### src/rtl/imm_pkg.sv
`default_nettype none

package imm_pkg;

	// Fixed field widths of the item and result words.
	localparam int IDX_W  = 3;
	localparam int VAL_W  = 32;
	localparam int DIM_W  = 4;
	localparam int CMD_W  = 2;
	localparam int CFG_IW = 2;

	// Command codes carried by the cmd field.
	localparam logic [CMD_W-1:0] CMD_WRITE_A = 2'd0;
	localparam logic [CMD_W-1:0] CMD_WRITE_B = 2'd1;
	localparam logic [CMD_W-1:0] CMD_COMPUTE = 2'd2;
	localparam logic [CMD_W-1:0] CMD_UNUSED  = 2'd3;

	// Configuration register indexes.
	localparam logic [CFG_IW-1:0] REG_ROWS_A = 2'd0;
	localparam logic [CFG_IW-1:0] REG_COLS_A = 2'd1;
	localparam logic [CFG_IW-1:0] REG_ROWS_B = 2'd2;
	localparam logic [CFG_IW-1:0] REG_COLS_B = 2'd3;

	typedef enum logic [1:0] {
		OP_LOAD_A,
		OP_LOAD_B,
		OP_COMPUTE
	} op_t;

	// One classified operation as it travels from the front to the back.
	typedef struct packed {
		op_t              op;
		logic [IDX_W-1:0] row;
		logic [IDX_W-1:0] col;
		logic [VAL_W-1:0] value;
	} entry_t;

	// Matrix dimensions in use, already clamped to 1..MAX_DIM.
	typedef struct packed {
		logic [DIM_W-1:0] rows_a;
		logic [DIM_W-1:0] cols_a;
		logic [DIM_W-1:0] rows_b;
		logic [DIM_W-1:0] cols_b;
	} dims_t;

endpackage

`default_nettype wire

### src/rtl/imm_front.sv
`default_nettype none

module imm_front #(
	parameter int MAX_DIM = 8
) (
	input  wire logic                         clk,
	input  wire logic                         arst_n,
	input  wire logic                         in_valid,
	output logic                              in_ready,
	input  wire logic [imm_pkg::CMD_W-1:0]    cmd,
	input  wire logic [imm_pkg::IDX_W-1:0]    elem_row,
	input  wire logic [imm_pkg::IDX_W-1:0]    elem_col,
	input  wire logic [imm_pkg::VAL_W-1:0]    elem_value,
	input  wire logic                         cfg_write_en,
	input  wire logic [imm_pkg::CFG_IW-1:0]   cfg_index,
	input  wire logic [imm_pkg::DIM_W-1:0]    cfg_data,
	output logic                              push_valid,
	input  wire logic                         push_ready,
	output imm_pkg::entry_t                   push_entry,
	output imm_pkg::dims_t                    dims
);
	import imm_pkg::*;

	localparam logic [DIM_W-1:0] MAX_D = DIM_W'(MAX_DIM);

	logic [DIM_W-1:0] rows_a_q;
	logic [DIM_W-1:0] cols_a_q;
	logic [DIM_W-1:0] rows_b_q;
	logic [DIM_W-1:0] cols_b_q;
	logic             in_store;
	logic             keep;

	function automatic logic [DIM_W-1:0] clamp_dim(input logic [DIM_W-1:0] v);
		logic [DIM_W-1:0] r;
		r = v;
		if (v == '0) begin
			r = DIM_W'(1);
		end else if (v > MAX_D) begin
			r = MAX_D;
		end
		return r;
	endfunction

	always_ff @(posedge clk or negedge arst_n) begin
		if (!arst_n) begin
			rows_a_q <= DIM_W'(1);
			cols_a_q <= DIM_W'(1);
			rows_b_q <= DIM_W'(1);
			cols_b_q <= DIM_W'(1);
		end else if (cfg_write_en) begin
			unique case (cfg_index)
				REG_ROWS_A: rows_a_q <= cfg_data;
				REG_COLS_A: cols_a_q <= cfg_data;
				REG_ROWS_B: rows_b_q <= cfg_data;
				REG_COLS_B: cols_b_q <= cfg_data;
				default: ;
			endcase
		end
	end

	assign dims.rows_a = clamp_dim(rows_a_q);
	assign dims.cols_a = clamp_dim(cols_a_q);
	assign dims.rows_b = clamp_dim(rows_b_q);
	assign dims.cols_b = clamp_dim(cols_b_q);

	// Loads that fall outside the physical store are dropped, as are unused codes.
	assign in_store = ({1'b0, elem_row} < MAX_D) && ({1'b0, elem_col} < MAX_D);

	always_comb begin
		keep           = 1'b0;
		push_entry.op  = OP_COMPUTE;
		unique case (cmd)
			CMD_WRITE_A: begin
				keep          = in_store;
				push_entry.op = OP_LOAD_A;
			end
			CMD_WRITE_B: begin
				keep          = in_store;
				push_entry.op = OP_LOAD_B;
			end
			CMD_COMPUTE: begin
				keep          = 1'b1;
				push_entry.op = OP_COMPUTE;
			end
			CMD_UNUSED: begin
				keep = 1'b0;
			end
			default: ;
		endcase
	end

	assign push_entry.row   = elem_row;
	assign push_entry.col   = elem_col;
	assign push_entry.value = elem_value;

	assign in_ready   = push_ready;
	assign push_valid = in_valid && keep;

endmodule

`default_nettype wire

### config.mk
export PLATFORM = sky130hd
export DESIGN_NAME = imm_front
export DESIGN_NICKNAME = d
export VERILOG_FILES = /design/src/rtl/imm_pkg.sv /design/src/rtl/imm_front.sv
export SDC_FILE = /design/constraint.sdc
export NUM_CORES = 1
export LEC_CHECK = 0
export BUFFER_PORTS_ARGS = -buffer_cell sky130_fd_sc_hd__clkbuf_2
export CAP_MARGIN = 20
export CORE_UTILIZATION = 32
export CTS_CLUSTER_DIAMETER = 100
export DETAILED_ROUTE_END_ITERATION = 6
export MAX_ROUTING_LAYER = met4
export PLACE_DENSITY = 0.85
export SYNTH_ARGS = -nofsm -noshare
export SYNTH_HDL_FRONTEND = slang
export SYNTH_SLANG_ARGS = --single-unit
### constraint.sdc
create_clock -name clk -period 0.9 [get_ports clk]
set_clock_uncertainty 0.15 [all_clocks]
set_input_delay 0.135 -clock clk [delete_from_list [all_inputs] [get_ports clk]]
set_output_delay 0.135 -clock clk [all_outputs]
set_load 0.005 [all_outputs]
==> run_results.csv <==
group,metric,value,unit
drt,vias,615,
placement,portBuffers,30,
worst_setup_path,regToRegSetupSlack,-0.24,ns
timing,max_freq,697,MHz
placement,hpwl,1560,um
die,die_area,3530,um2
drt,drt_pass1_iterations,4,
die,start_util,0.343,
timing,worst_slack,-0.534,ns
drt,ant_nets,0,
global_routing,grt_pass1_vias,610,
drt,drtIter0Drc,9,
logic_synthesis,yosys.area_share.adder,0,
logic_synthesis,synthSimpleGateAreaFrac,0.104,
timing,rsz0062_at_grt,"yes",
worst_setup_path,ff2ff_path_depth,3,
run_status,violations,"setup timing",
placement,place.gp.congestion,0.719,
cells_and_area,nets,150,
timing,hold_viol_final,0,
die,row_count,20,
job,cap_violations,0,
logic_synthesis,yosysUniqueCellTypes,12,
die,die_x,59.4,um
cts,clock_sinks,16,
cells_and_area,final_cell_area,1150,um2
drt,vias_per_cell,4.36,
global_routing,globalRouteTotalUtil,0.115,
global_routing,grt_max_degree,17,
drt,drt-total-wl,2050,um
worst_setup_path,worst-endpoint-arrival,1.15,ns
worst_setup_path,r2r_start,"cols_b_q[1]",
timing,finalSetupViolCount,28,
worst_setup_path,critPathCaptureType,"output port",
timing,finalCritPeriodShare,1.59,
cts,path_clk_slew,0.08,ns
logic_synthesis,ys_seq_elements,16,
logic_synthesis,syn_area_per_cell,10.8,um2
logic_synthesis,synth_edf_count,0,
timing,slew_headroom,0.747,
global_routing,overflow,0,
cells_and_area,drive_above_1_share,0.753,
global_routing,antenna_found_initial,0,
timing,tightest_slew,0.380,ns
drt,remaining_drc_errors,0,
worst_setup_path,reg2reg_to,"cols_b_q[1]",
logic_synthesis,synth_commonest_cells,"buf_4 (39), mux2_2 (16), dfrtp_1 (12)",
cts,cts_buffer_depth,2,
cts,clkLatencyLatePin,0.27,ns
cells_and_area,area_growth,8.66,%
timing,slew_violations,0,
logic_synthesis,syn_area,1050,um2
logic_synthesis,ys_seq_area_frac,0.384,
logic_synthesis,synth-xor-area-share,0,
cts,root_buffer,"clkbuf_4",
logic_synthesis,postSynthNetCount,149,
cts,cts_tree,"built",
logic_synthesis,synth_top_area_share,0.285,
logic_synthesis,async_reset_ff_frac,1.00,
logic_synthesis,post-synth-top-area-cell,"dfrtp_1",
pwr,ir_drop,1.09,mV
worst_setup_path,cp_data_required_time,0.61,ns
worst_setup_path,critPathLaunchType,"flop",
die,die_h,59.4,um
die,ioPinCount,109,
placement,dpl_cell_area,992,um2
logic_synthesis,synthTopCellsByArea,"dfrtp_1 (28%), buf_4 (28%), mux2_2 (17%)",
worst_setup_path,crit_fanout,2,
cts,h-tree-depth,1,
global_routing,grt_pass1_wl,2860,um
cells_and_area,final_cells,141,
logic_synthesis,synth_top_family_by_area,"buffers and inverters",
pwr,powerDensity,1870,nW/um2
logic_synthesis,yosys_warnings,0,
drt,wl_per_cell,14.5,um
worst_hold_path,min_path_type,"in -> reg",
logic_synthesis,muxShareOfSynthArea,0.171,
logic_synthesis,synth_ff_type,"dfrtp_1",
pwr,fin_total_pwr,2150,uW
worst_setup_path,crit_end,"dims[8]",
cts,cts_made_buffers,3,
timing,period_minus_slack,1.43,ns
cells_and_area,n_antenna_cell,0,
logic_synthesis,synth_compound_area_frac,0.0451,
pwr,leakagePower,0.000566,uW
worst_setup_path,crit_path_start,"cols_a_q[0]",
worst_setup_path,worstSetupPathType,"reg -> out",
die,core-area,3080,um2
logic_synthesis,synthMostInstantiatedCell,"buf_4",
run_status,status,"complete, but fails checks",
logic_synthesis,syn_inst,98,
placement,placedCellCount,132,
per-stage QoR:
| step | hold WS [ns] | utilization | setup TNS, ns | setup slack [ns] |
|---|---|---|---|---|
| after floorplan | -0.311 | - | -0.879 | -0.112 |
| after global placement | -0.0862 | 0.322 | -4.62 | -0.254 |
| after detailed placement | -0.0758 | 0.322 | -5.05 | -0.284 |
| after CTS | -0.00712 | 0.359 | -7.33 | -0.546 |
| after global routing | 0.0105 | 0.372 | -8.50 | -0.589 |
| final | 0.00673 | 0.372 | -7.53 | -0.534 |
state kept, by name (all words and copies together), names as in the netlist:
signal    cells
cols_a_q      4
cols_b_q      4
rows_a_q      4
rows_b_q      4
power breakdown:
group / internal (uW) / switching, uW / total [uW]
clock: 155 / 196 / 351
combinational: 537 / 240 / 777
sequential: 882 / 135 / 1020
total: 1570 / 571 / 2150
critical path, cell delays in order (launching register included):
cell	delay, ns
dfstp_2	0.55
o21ba_4	0.15
nor2_2	0.07
clkbuf_2	0.11
what timing repair did:
item	4_1_cts	5_1_grt
buffers inserted	1	4
endpoints found under the setup margin	28	31
resized for setup	18	9
hold buffers	1	0
endpoints found under the hold margin	20	0
cell type report:
| type | instances | area [um2] |
|---|---|---|
| clock buffer | 3 | 22.5 |
| fill | 301 | 1930 |
| multi-input combinational | 38 | 415 |
| sequential | 16 | 407 |
| tap | 44 | 55.1 |
| timing repair buffer | 40 | 246 |
placed cells by master (no fill, tap or decap), types with 4 or more instances in the layout:
master | Yosys | routed
dfrtp_1 | 12 | 11
buf_6 | 0 | 5
nor2b_1 | 9 | 8
buf_4 | 39 | 4
nor2_2 | 0 | 4
mux2_2 | 16 | 5
buf_2 | 0 | 5
clkbuf_2 | 0 | 25
dfstp_2 | 4 | 4
mux2_4 | 0 | 11
worst min-delay path by stage:
stage	from	end	slack (ns)	cells past startpoint
final	cfg_data[0]	cols_a_q[0]	0.007	2
after CTS	cfg_data[0]	rows_b_q[0]	-0.007	2
after detailed placement	arst_n	rows_a_q[1]	-0.08	1
after global routing	cfg_data[0]	cols_a_q[0]	0.01	2
after floorplan	arst_n	cols_a_q[1]	-0.31	0
after global placement	arst_n	cols_a_q[3]	-0.09	1
logic make-up (layout without fill, tap and decap cells):
logic type	after synthesis	in the layout
simple gates	17	17
flops	16	16
mux	16	16
buf+inv	44	43
compound gates	5	5
layer usage:
layer,routed length [um],global-route usage,vias to the layer above
met2,1010,0.194,41
met1,749,0.121,281
met5,0,-,-
met3,195,0.0197,16
li1,-,-,277
met4,95,0.0782,0
Power figures use the tool's default switching activity.
