File: config.mk
export PLATFORM = sky130hd
export DESIGN_NAME = imm_queue
export DESIGN_NICKNAME = d
export VERILOG_FILES = /design/src/rtl/imm_pkg.sv /design/src/rtl/imm_queue.sv
export SDC_FILE = /design/constraint.sdc
export NUM_CORES = 1
export LEC_CHECK = 0
export BUFFER_PORTS_ARGS = -buffer_cell sky130_fd_sc_hd__buf_2
export CORE_MARGIN = 4
export CORE_UTILIZATION = 45
export DETAILED_ROUTE_END_ITERATION = 8
export GPL_ROUTABILITY_DRIVEN = 0
export PLACE_DENSITY = 0.68
export SYNTH_ARGS = -nofsm -noshare
export SYNTH_HDL_FRONTEND = slang
export SYNTH_SLANG_ARGS = --single-unit
File: constraint.sdc
create_clock -name clk -period 3 [get_ports clk]
set_input_delay 0.6 -clock clk [delete_from_list [all_inputs] [get_ports clk]]
set_output_delay 0.6 -clock clk [all_outputs]
set_load 0.05 [all_outputs]
File: src/rtl/imm_pkg.sv
`default_nettype none

package imm_pkg;

	// Fixed field widths of the item and result words.
	localparam int IDX_W  = 3;
	localparam int VAL_W  = 32;
	localparam int DIM_W  = 4;
	localparam int CMD_W  = 2;
	localparam int CFG_IW = 2;

	// Command codes carried by the cmd field.
	localparam logic [CMD_W-1:0] CMD_WRITE_A = 2'd0;
	localparam logic [CMD_W-1:0] CMD_WRITE_B = 2'd1;
	localparam logic [CMD_W-1:0] CMD_COMPUTE = 2'd2;
	localparam logic [CMD_W-1:0] CMD_UNUSED  = 2'd3;

	// Configuration register indexes.
	localparam logic [CFG_IW-1:0] REG_ROWS_A = 2'd0;
	localparam logic [CFG_IW-1:0] REG_COLS_A = 2'd1;
	localparam logic [CFG_IW-1:0] REG_ROWS_B = 2'd2;
	localparam logic [CFG_IW-1:0] REG_COLS_B = 2'd3;

	typedef enum logic [1:0] {
		OP_LOAD_A,
		OP_LOAD_B,
		OP_COMPUTE
	} op_t;

	// One classified operation as it travels from the front to the back.
	typedef struct packed {
		op_t              op;
		logic [IDX_W-1:0] row;
		logic [IDX_W-1:0] col;
		logic [VAL_W-1:0] value;
	} entry_t;

	// Matrix dimensions in use, already clamped to 1..MAX_DIM.
	typedef struct packed {
		logic [DIM_W-1:0] rows_a;
		logic [DIM_W-1:0] cols_a;
		logic [DIM_W-1:0] rows_b;
		logic [DIM_W-1:0] cols_b;
	} dims_t;

endpackage

`default_nettype wire

File: src/rtl/imm_queue.sv
`default_nettype none

module imm_queue (
	input  wire logic             clk,
	input  wire logic             arst_n,
	input  wire logic             push_valid,
	output logic                  push_ready,
	input  wire imm_pkg::entry_t  push_entry,
	output logic                  pop_valid,
	input  wire logic             pop_ready,
	output imm_pkg::entry_t       pop_entry
);
	import imm_pkg::*;

	entry_t     slot_q [2];
	logic       wr_ptr_q;
	logic       rd_ptr_q;
	logic [1:0] count_q;
	logic       do_push;
	logic       do_pop;

	assign push_ready = (count_q != 2'd2);
	assign pop_valid  = (count_q != 2'd0);
	assign pop_entry  = slot_q[rd_ptr_q];
	assign do_push    = push_valid && push_ready;
	assign do_pop     = pop_valid && pop_ready;

	always_ff @(posedge clk) begin
		if (do_push) begin
			slot_q[wr_ptr_q] <= push_entry;
		end
	end

	always_ff @(posedge clk or negedge arst_n) begin
		if (!arst_n) begin
			wr_ptr_q <= 1'b0;
			rd_ptr_q <= 1'b0;
			count_q  <= 2'd0;
		end else begin
			if (do_push) begin
				wr_ptr_q <= ~wr_ptr_q;
			end
			if (do_pop) begin
				rd_ptr_q <= ~rd_ptr_q;
			end
			if (do_push && !do_pop) begin
				count_q <= count_q + 2'd1;
			end else if (do_pop && !do_push) begin
				count_q <= count_q - 2'd1;
			end
		end
	end

endmodule

`default_nettype wire

==> results of run 1 <==
-- how the worst max path moves through the flow --
stage          slack (ns)  cells past startpoint                endpoint                   start
3_3_place_gp         0.87                      3           pop_entry[26]    rd_ptr_q$_DFFE_PN0P_
6_report             0.53                      3           pop_entry[25]    rd_ptr_q$_DFFE_PN0P_
5_1_grt              0.42                      3           pop_entry[25]    rd_ptr_q$_DFFE_PN0P_
3_5_place_dp         0.87                      3           pop_entry[27]    rd_ptr_q$_DFFE_PN0P_
2_1_floorplan        0.46                      3  slot_q[0][0]$_DFFE_PP_  count_q[0]$_DFFE_PN0P_
4_1_cts              0.49                      3           pop_entry[25]    rd_ptr_q$_DFFE_PN0P_
-- power breakdown --
group	internal, mW	total (mW)	switching, mW
combinational	0.694	2.07	1.37
clock	0.467	0.820	0.354
sequential	1.61	1.74	0.130
total	2.77	4.62	1.86
-- cell usage in the layout (no fill, tap or decap) --
master / n
mux2_2: 1
buf_12: 2
inv_1: 1
nor2_4: 1
dfrtp_1: 3
bufinv_16: 2
nand2_1: 2
buf_4: 2
ha_1: 1
and3_2: 1
buf_2: 85
xnor2_1: 3
mux2_4: 39
edfxtp_1: 80
xor2_1: 2
dfrtp_2: 1
clkbuf_8: 9
nor2_1: 1
nand2b_1: 1
clkbuf_1: 4
or2_1: 1
-- area by class of cell --
type                    count  area, sq um  area share
clock buffers              13          139      0.0347
multi-input cells          53          696       0.174
inverters                   1         3.75    0.000938
clock inverters             2         60.1      0.0150
well taps                  96          120      0.0300
flip-flops and latches     84         2500       0.626
repair buffers             89          480       0.120
-- logic make-up after synthesis --
group,count (synthesis),synth area share
flops,84,0.762
fa+ha+maj,1,0.00381
simple gates,7,0.0103
buf+inv,6,0.0290
mux,40,0.182
xor+xnor,5,0.0133
-- through the flow --
step | utilization | setup slack (ns)
2_1_floorplan | - | 0.463
3_3_place_gp | 0.548 | 0.869
3_5_place_dp | 0.548 | 0.874
4_1_cts | 0.576 | 0.486
5_1_grt | 0.576 | 0.421
6_report | 0.576 | 0.533
-- worst reg2reg max path, stage by stage (launching register included) --
cell and delay [ns]:
dfrtp_1 0.42, nand2b_1 0.18, nand2_1 0.14, nor2_4 0.54
buf_12 0.26
-- per-layer routing --
layer	vias to the layer above	part of all wire	wire length, um
met1	735	0.45	2330
met3	4	0.066	342
li1	740	-	-
met2	53	0.48	2490
met4	0	0.0094	49
met5	-	0	0
-- sequential cells by signal, indices dropped and copies added (netlist names) --
| signal | cells |
|---|---|
| count_q | 2 |
| rd_ptr_q | 1 |
| slot_q | 80 |
| wr_ptr_q | 1 |
==> metrics.csv, run 1 <==
metric,value,unit
Residual DRC,0,
status,"complete, no violations",
FILL cells,534,
antenna violations before repair,0,
Total GRT Usage,0.127,
hold buffer count at CTS,0,
Worst-Margin Slew,0.659,ns
CP required,2.40,ns
met3 GRT Util,0.0402,
worst-skew pair later-pin latency,0.33,ns
Max Fclk,405,MHz
DRT iter0 DRCs,25,
Worst setup EP type,output port,
Num CTS Buffers,9,
P_leak,1.62,nW
TritonCTS Sinks,84,
most used flip-flop cell after synthesis,edfxtp_1,
Detail Route Antenna Nets,0,
clock tree buffer depth,2,
routed len/inst,15.4,um
largest net degree at the start of global routing,28,
final worst-path cycle share,0.822,
Synth Cell Area,0.00328,sq mm
kind of critical path,register to output port,
"Design Area, Final",0.00400,sq mm
skew final,0.00663,ns
cell row count,30,
area delta synth->final,21.9,%
setup bufs post-CTS,0,
RSZ-0062 raised after global routing,false,
NumNets Final,283,
Max-slew headroom,0.560,
"Seq/Total Area, Yosys",0.762,
most frequent cell after synthesis,edfxtp_1,
Yosys cell types,15,
syn avg cell area,23.0,sq um
Worst Path Arrival,1.87,ns
layout cell share with drive strength beyond 1,0.591,
final setup vio count,0,
clk slew on worst S/H paths,0.07,ns
Max Cap Viol,0,
power per cell area,1160,mW/mm^2
dpl cell area,0.00380,sq mm
cell chain of the critical path,"buf_12, mux2_4, buf_2",
wire length of the first global-routing pass,8050,um
count of final hold-check violations,0,
"CP delay by family, top",flip-flops,
RR Endpoint,slot_q[0][19]$_DFFE_PP_,
worst r2r path cells,4,
Post-Route Setup TNS,0,ns
Worst Path Buf+Inv,2,
fin. max-slew vios,0,
routed wire length,5200,um
Max stage delay on crit path,0.68,ns
ant diodes,0,
TritonRoute pass-1 iters,4,
CP startpoint kind,register,
DR vias,1532,
placed cell count,323,
maximum vdd drop,0.591,mV
ys async rst share,0.0476,
CTS resizes,0,
core box area,0.00694,sq mm
Synth Instances,143,
Min Hold Slack,0.0647,ns
Overall Power,4.62,mW
Via density,4.53,
Syn Nets,188,
Root Driver,clkbuf_8,
CTS tree,done,
Die W,93.4,um
critical path peak fanout,27,
H-Tree Depth,3,
top post-synthesis cells by area,"edfxtp_1 (73%), mux2_4 (18%), dfrtp_1 (3.0%)",
Worst path slowest cell,dfrtp_2,
"EDFF count, synth",80,
met2 Use GR,0.186,
r2r setup slk,1.17,ns
grt peak-use layer,met2,
yosys warns,0,
Synth area leader,edfxtp_1,
grt ovf,0,
fin crit period,2.47,ns
initial core utilization,0.473,
Worst Hold Class,input pin to async pin,
area share of the largest cell type after synthesis,0.731,
IO Pins,86,
"top cells by count, synth","edfxtp_1 (80), mux2_4 (39), buf_12 (4), dfrtp_1 (4), xnor2_1 (3)",
"FF+latch count, synth",84,
Post-Layout Cell Count,338,
IO Port Bufs,85,
Die Y,93.4,um
M1 GR Usage,0.166,
Die Area,0.00873,sq mm
vias in the first global route,1622,
Detailed Place HPWL,3480,um
Critical R2R Launch,count_q[0]$_DFFE_PN0P_,
Power figures use the tool's default switching activity.
==> run 2, diff against run 1 <==
--- a/config.mk
+++ b/config.mk
@@ -10,7 +10,7 @@
 export CORE_UTILIZATION = 45
 export DETAILED_ROUTE_END_ITERATION = 8
 export GPL_ROUTABILITY_DRIVEN = 0
-export PLACE_DENSITY = 0.68
+export PLACE_DENSITY = 0.7
 export SYNTH_ARGS = -nofsm -noshare
 export SYNTH_HDL_FRONTEND = slang
 export SYNTH_SLANG_ARGS = --single-unit
==> constraint.sdc (replaced) <==
create_clock -name clk -period 2.1 [get_ports clk]
set_input_delay 0.42 -clock clk [delete_from_list [all_inputs] [get_ports clk]]
set_output_delay 0.42 -clock clk [all_outputs]
set_load 0.05 [all_outputs]
==> run 2 against run 1 <==
Net effect: sequential share of layout area down 0.49 points; flip-flop and latch count is the same; sequential power grew 40%; non-clock buffer count increased by 2; critical endpoint is now pop_entry[15]; via count up 1.4%; highest routed layer unchanged; register-to-register slack worse by 0.60 ns; hold slack improved by 0.20 ns; critical path depth unchanged; die area unchanged.
==> metrics.csv, run 2 (synthesis gave the netlist of run 1 again) <==
metric,value,unit,change
grt ovf,0,,unchanged
CP required,1.68,ns,was 2.40 ns
Worst setup EP type,output port,,unchanged
Max Fclk,504,MHz,
vias in the first global route,1684,,was 1622
initial core utilization,0.473,,unchanged
cell row count,30,,unchanged
Clk pwr share,0.169,,was 0.177
TritonCTS Sinks,84,,unchanged
worst-skew pair later-pin latency,0.33,ns,about the same
Worst-Margin Slew,0.312,ns,was 0.659 ns
Residual DRC,0,,unchanged
Num CTS Buffers,9,,unchanged
power per cell area,1630,mW/mm^2,was 1160 mW/mm^2
IO Pins,86,,unchanged
clk slew on worst S/H paths,0.08,ns,was 0.07 ns
skew final,0.00987,ns,was 0.00663 ns
count of final hold-check violations,0,,unchanged
Overall Power,6.59,mW,was 4.62 mW
maximum vdd drop,1.11,mV,was 0.591 mV
final core occ,0.581,,was 0.576
biggest regs,"slot_q (80), count_q (2)",,unchanged
CP startpoint kind,register,,unchanged
Worst Path Arrival,1.56,ns,was 1.87 ns
net load switching power,2.65,mW,was 1.86 mW
final setup vio count,0,,unchanged
kind of critical path,register to output port,,unchanged
Post-Layout Cell Count,341,,was 338
ant diodes,0,,unchanged
wire length of the first global-routing pass,8220,um,was 8050 um
"Design Area, Final",0.00403,sq mm,was 0.00400 sq mm
IO Port Bufs,85,,unchanged
final worst-path cycle share,0.945,,
clock tree buffer depth,2,,unchanged
H-Tree Depth,3,,unchanged
setup ws final,0.115,ns,was 0.533 ns
layout cell share with drive strength beyond 1,0.600,,was 0.591
DR vias,1553,,was 1532
dpl cell area,0.00383,sq mm,was 0.00380 sq mm
CTS resizes,0,,unchanged
Total GRT Usage,0.126,,was 0.127
max FFs per register,80,,unchanged
routed len/inst,15.4,um,about the same
Pint,3.94,mW,was 2.77 mW
Reg power frac,0.369,,was 0.376
area delta synth->final,22.8,%,was 21.9%
Via density,4.55,,was 4.53
fin crit period,1.98,ns,
largest net degree at the start of global routing,41,,was 28
Worst Hold Class,input pin to register,,was input pin to async pin
status,"complete, no violations",,unchanged
CTS tree,done,,unchanged
Max Cap Viol,0,,unchanged
Die Area,0.00873,sq mm,unchanged
DRT iter0 DRCs,49,,was 25
most frequent cells in the layout,"buf_2 (85), edfxtp_1 (80), mux2_4 (39)",,unchanged
FILL cells,546,,was 534
Min Hold Slack,0.269,ns,was 0.0647 ns
core box area,0.00694,sq mm,unchanged
pre-CTS setup slack,0.464,ns,was 0.874 ns
Post-Route Setup TNS,0,ns,unchanged
TritonRoute pass-1 iters,2,,was 4
Root Driver,clkbuf_8,,unchanged
fin. max-slew vios,0,,unchanged
Detail Route Antenna Nets,0,,unchanged
routed wire length,5250,um,was 5200 um
antenna violations before repair,0,,unchanged
Detailed Place HPWL,3590,um,was 3480 um
P_leak,1.64,nW,was 1.62 nW
Die Y,93.4,um,unchanged
"leading cell type in the layout, fill and taps excluded",buf_2,,unchanged
Max-slew headroom,0.792,,was 0.560
RSZ-0062 raised after global routing,false,,unchanged
most flop-heavy register,slot_q,,unchanged
NumNets Final,285,,was 283
Die W,93.4,um,unchanged
Logic pwr share,0.462,,was 0.447
critical path peak fanout,24,,was 27
switch share,0.402,,about the same
placed cell count,324,,was 323
[run 2: path summary, 6_finish.rpt]
check / cells past startpoint / endpoint / from / slack (ns)
setup reg to reg: 6 / count_q[1]$_DFFE_PN0P_ / count_q[0]$_DFFE_PN0P_ / 0.57
min in group asynchronous: 2 / rd_ptr_q$_DFFE_PN0P_ / arst_n / 0.42
setup / recovery: 3 / pop_entry[15] / rd_ptr_q$_DFFE_PN0P_ / 0.12
hold reg to reg: 1 / count_q[1]$_DFFE_PN0P_ / count_q[1]$_DFFE_PN0P_ / 0.52
hold / removal: 1 / slot_q[0][22]$_DFFE_PP_ / push_entry[22] / 0.27
max in group asynchronous: 2 / rd_ptr_q$_DFFE_PN0P_ / arst_n / 1.55
[run 2: cell type report]
cell class                 count  area (sq um)  area share
inverter                       1          3.75    0.000931
clock buffer                  14           163      0.0403
tap                           96           120      0.0298
clock inverter                 2          35.0     0.00868
timing repair buffer          91           510       0.127
sequential                    84          2500       0.621
multi-input combinational     53           698       0.173
[run 2: power groups by stage]
stage | combinational (mW) | clock [mW] | sequential, mW
final | 3.04 | 1.12 | 2.43
after global routing | 3.19 | 1.22 | 2.47
after CTS | 3.09 | 1.16 | 2.44
after detailed placement | 3.09 | 0 | 2.47
after global placement | 3.08 | 0 | 2.45
after floorplan | 2.64 | 0 | 2.42
[run 2: per-layer routing]
metal / vias to the layer above / global-route usage / wire length, um
met5: - / 0 / 0
met4: 0 / 0.0659 / 87
met3: 8 / 0.0298 / 305
met2: 44 / 0.220 / 2740
met1: 757 / 0.141 / 2120
li1: 744 / - / -
[run 2: repair_timing]
action | in CTS | in global routing
setup buffers | 0 | 0
hold buffers | 1 | 0
endpoints found under the hold margin | 4 | 0
[run 2: critical path, cell delays in order (launching register included)]
cell and delay, ns:
dfrtp_2 0.45, buf_12 0.23, mux2_4 0.32, buf_2 0.21
==> run 3, diff against run 2 <==
--- a/config.mk
+++ b/config.mk
@@ -11,6 +11,7 @@
 export DETAILED_ROUTE_END_ITERATION = 8
 export GPL_ROUTABILITY_DRIVEN = 0
 export PLACE_DENSITY = 0.7
+export RECOVER_POWER = 25
 export SYNTH_ARGS = -nofsm -noshare
 export SYNTH_HDL_FRONTEND = slang
 export SYNTH_SLANG_ARGS = --single-unit
==> run 3 against run 2 <==
Net effect: setup slack improved by 0.0029 ns; core utilization fell by 0.22 points; via count fell by 0.13%; register-to-register slack barely moved; fmax rose by 0.15%.
==> metrics.csv, run 3 (synthesis gave the netlist of run 1 again) <==
metric,value,unit,change
critical path peak fanout,24,,unchanged
Total GRT Usage,0.126,,unchanged
Overall Power,6.59,mW,about the same
routed wire length,5240,um,was 5250 um
"CP delay by family, top",flip-flops,,unchanged
DRT iter0 DRCs,46,,was 49
CP startpoint kind,register,,unchanged
Worst-Margin Slew,0.313,ns,was 0.312 ns
cell chain of the critical path,"buf_12, mux2_4, buf_2",,unchanged
CP required,1.68,ns,about the same
pre-CTS setup slack,0.464,ns,unchanged
status,"complete, no violations",,unchanged
Die Y,93.4,um,unchanged
IO Port Bufs,85,,unchanged
Via density,4.55,,about the same
clk slew on worst S/H paths,0.08,ns,about the same
Min Hold Slack,0.270,ns,was 0.269 ns
largest net degree at the start of global routing,41,,unchanged
Detail Route Antenna Nets,0,,unchanged
grt ovf,0,,unchanged
Reg area,0.00250,sq mm,unchanged
Worst Hold Class,input pin to register,,unchanged
cell row count,30,,unchanged
final worst-path cycle share,0.944,,was 0.945
final core occ,0.579,,was 0.581
wire length of the first global-routing pass,8220,um,unchanged
hold_sp,push_entry[22],,unchanged
power per cell area,1640,mW/mm^2,was 1630 mW/mm^2
Hold Path Depth,1,,unchanged
layout cell share with drive strength beyond 1,0.551,,was 0.600
Die Area,0.00873,sq mm,unchanged
Max-slew headroom,0.791,,was 0.792
IO Pins,86,,unchanged
count of final hold-check violations,0,,unchanged
vias in the first global route,1684,,unchanged
routed len/inst,15.4,um,about the same
antenna violations before repair,0,,unchanged
CTS tree,done,,unchanged
placed cell count,324,,unchanged
area delta synth->final,22.4,%,was 22.8%
initial core utilization,0.473,,unchanged
"leading cell type in the layout, fill and taps excluded",edfxtp_1,,was buf_2
most frequent cells in the layout,"edfxtp_1 (80), buf_2 (73), mux2_4 (39)",,"was buf_2 (85), edfxtp_1 (80), mux2_4 (39)"
RSZ-0062 raised after global routing,false,,unchanged
skew final,0.00963,ns,was 0.00987 ns
H-Tree Depth,3,,unchanged
fin crit period,1.98,ns,about the same
Detailed Place HPWL,3590,um,unchanged
Residual DRC,0,,unchanged
fin. max-slew vios,0,,unchanged
r2r setup slk,0.57,ns,about the same
clock tree buffer depth,2,,unchanged
max FFs per register,80,,unchanged
Post-Route Setup TNS,0,ns,unchanged
biggest regs,"slot_q (80), count_q (2)",,unchanged
Root Driver,clkbuf_8,,unchanged
final setup vio count,0,,unchanged
setup bufs post-CTS,0,,unchanged
worst r2r path cells,6,,unchanged
kind of critical path,register to output port,,unchanged
NumNets Final,285,,unchanged
core box area,0.00694,sq mm,unchanged
Critical R2R Launch,count_q[0]$_DFFE_PN0P_,,unchanged
Max Cap Viol,0,,unchanged
P_leak,1.61,nW,was 1.64 nW
Worst Path Arrival,1.56,ns,about the same
Worst path slowest cell,dfrtp_2,,unchanged
FILL cells,553,,was 546
"Design Area, Final",0.00402,sq mm,was 0.00403 sq mm
Die W,93.4,um,unchanged
TritonRoute pass-1 iters,4,,was 2
worst hold endpoint,slot_q[0][22]$_DFFE_PP_,,unchanged
RR Endpoint,count_q[1]$_DFFE_PN0P_,,unchanged
Worst setup EP type,output port,,unchanged
TritonCTS Sinks,84,,unchanged
Num CTS Buffers,9,,unchanged
Max Fclk,505,MHz,was 504 MHz
CTS resizes,0,,unchanged
Worst Path Buf+Inv,2,,unchanged
worst-skew pair later-pin latency,0.33,ns,about the same
dpl cell area,0.00383,sq mm,unchanged
Max stage delay on crit path,0.45,ns,about the same
hold buffer count at CTS,1,,unchanged
setup ws final,0.118,ns,was 0.115 ns
most flop-heavy register,slot_q,,unchanged
maximum vdd drop,1.11,mV,about the same
multi-input logic area,698,sq um,unchanged
DR vias,1551,,was 1553
Post-Layout Cell Count,341,,unchanged
ant diodes,0,,unchanged
run 3: worst max-delay path by stage:
stage                                 from                endpoint  depth (start not counted)
global route          rd_ptr_q$_DFFE_PN0P_           pop_entry[15]                          3
CTS                   rd_ptr_q$_DFFE_PN0P_           pop_entry[15]                          3
global placement      rd_ptr_q$_DFFE_PN0P_           pop_entry[29]                          3
finish                rd_ptr_q$_DFFE_PN0P_           pop_entry[15]                          3
floorplan           count_q[0]$_DFFE_PN0P_  slot_q[0][0]$_DFFE_PP_                          3
detailed placement    rd_ptr_q$_DFFE_PN0P_           pop_entry[15]                          3
run 3: final cells by class:
class,instances,share of cell area
Clock buffer,14,0.0405
Clock inverter,2,0.00872
Inverter,1,0.000934
Multi-Input combinational cell,53,0.174
Sequential cell,84,0.623
Tap cell,96,0.0299
Timing Repair Buffer,91,0.123
run 3: routing by layer:
| layer | vias to the layer above | routed length (um) | GRT usage |
|---|---|---|---|
| li1 | 744 | - | - |
| met1 | 750 | 2100 | 0.141 |
| met2 | 48 | 2740 | 0.220 |
| met3 | 9 | 308 | 0.0298 |
| met4 | 0 | 94 | 0.0659 |
| met5 | - | 0 | 0 |
run 3: power breakdown:
part	internal, mW	switching [mW]	leakage, nW
clock network	0.615	0.499	0.101
registers	2.30	0.137	0.789
logic	1.03	2.01	0.716
total	3.94	2.65	1.61
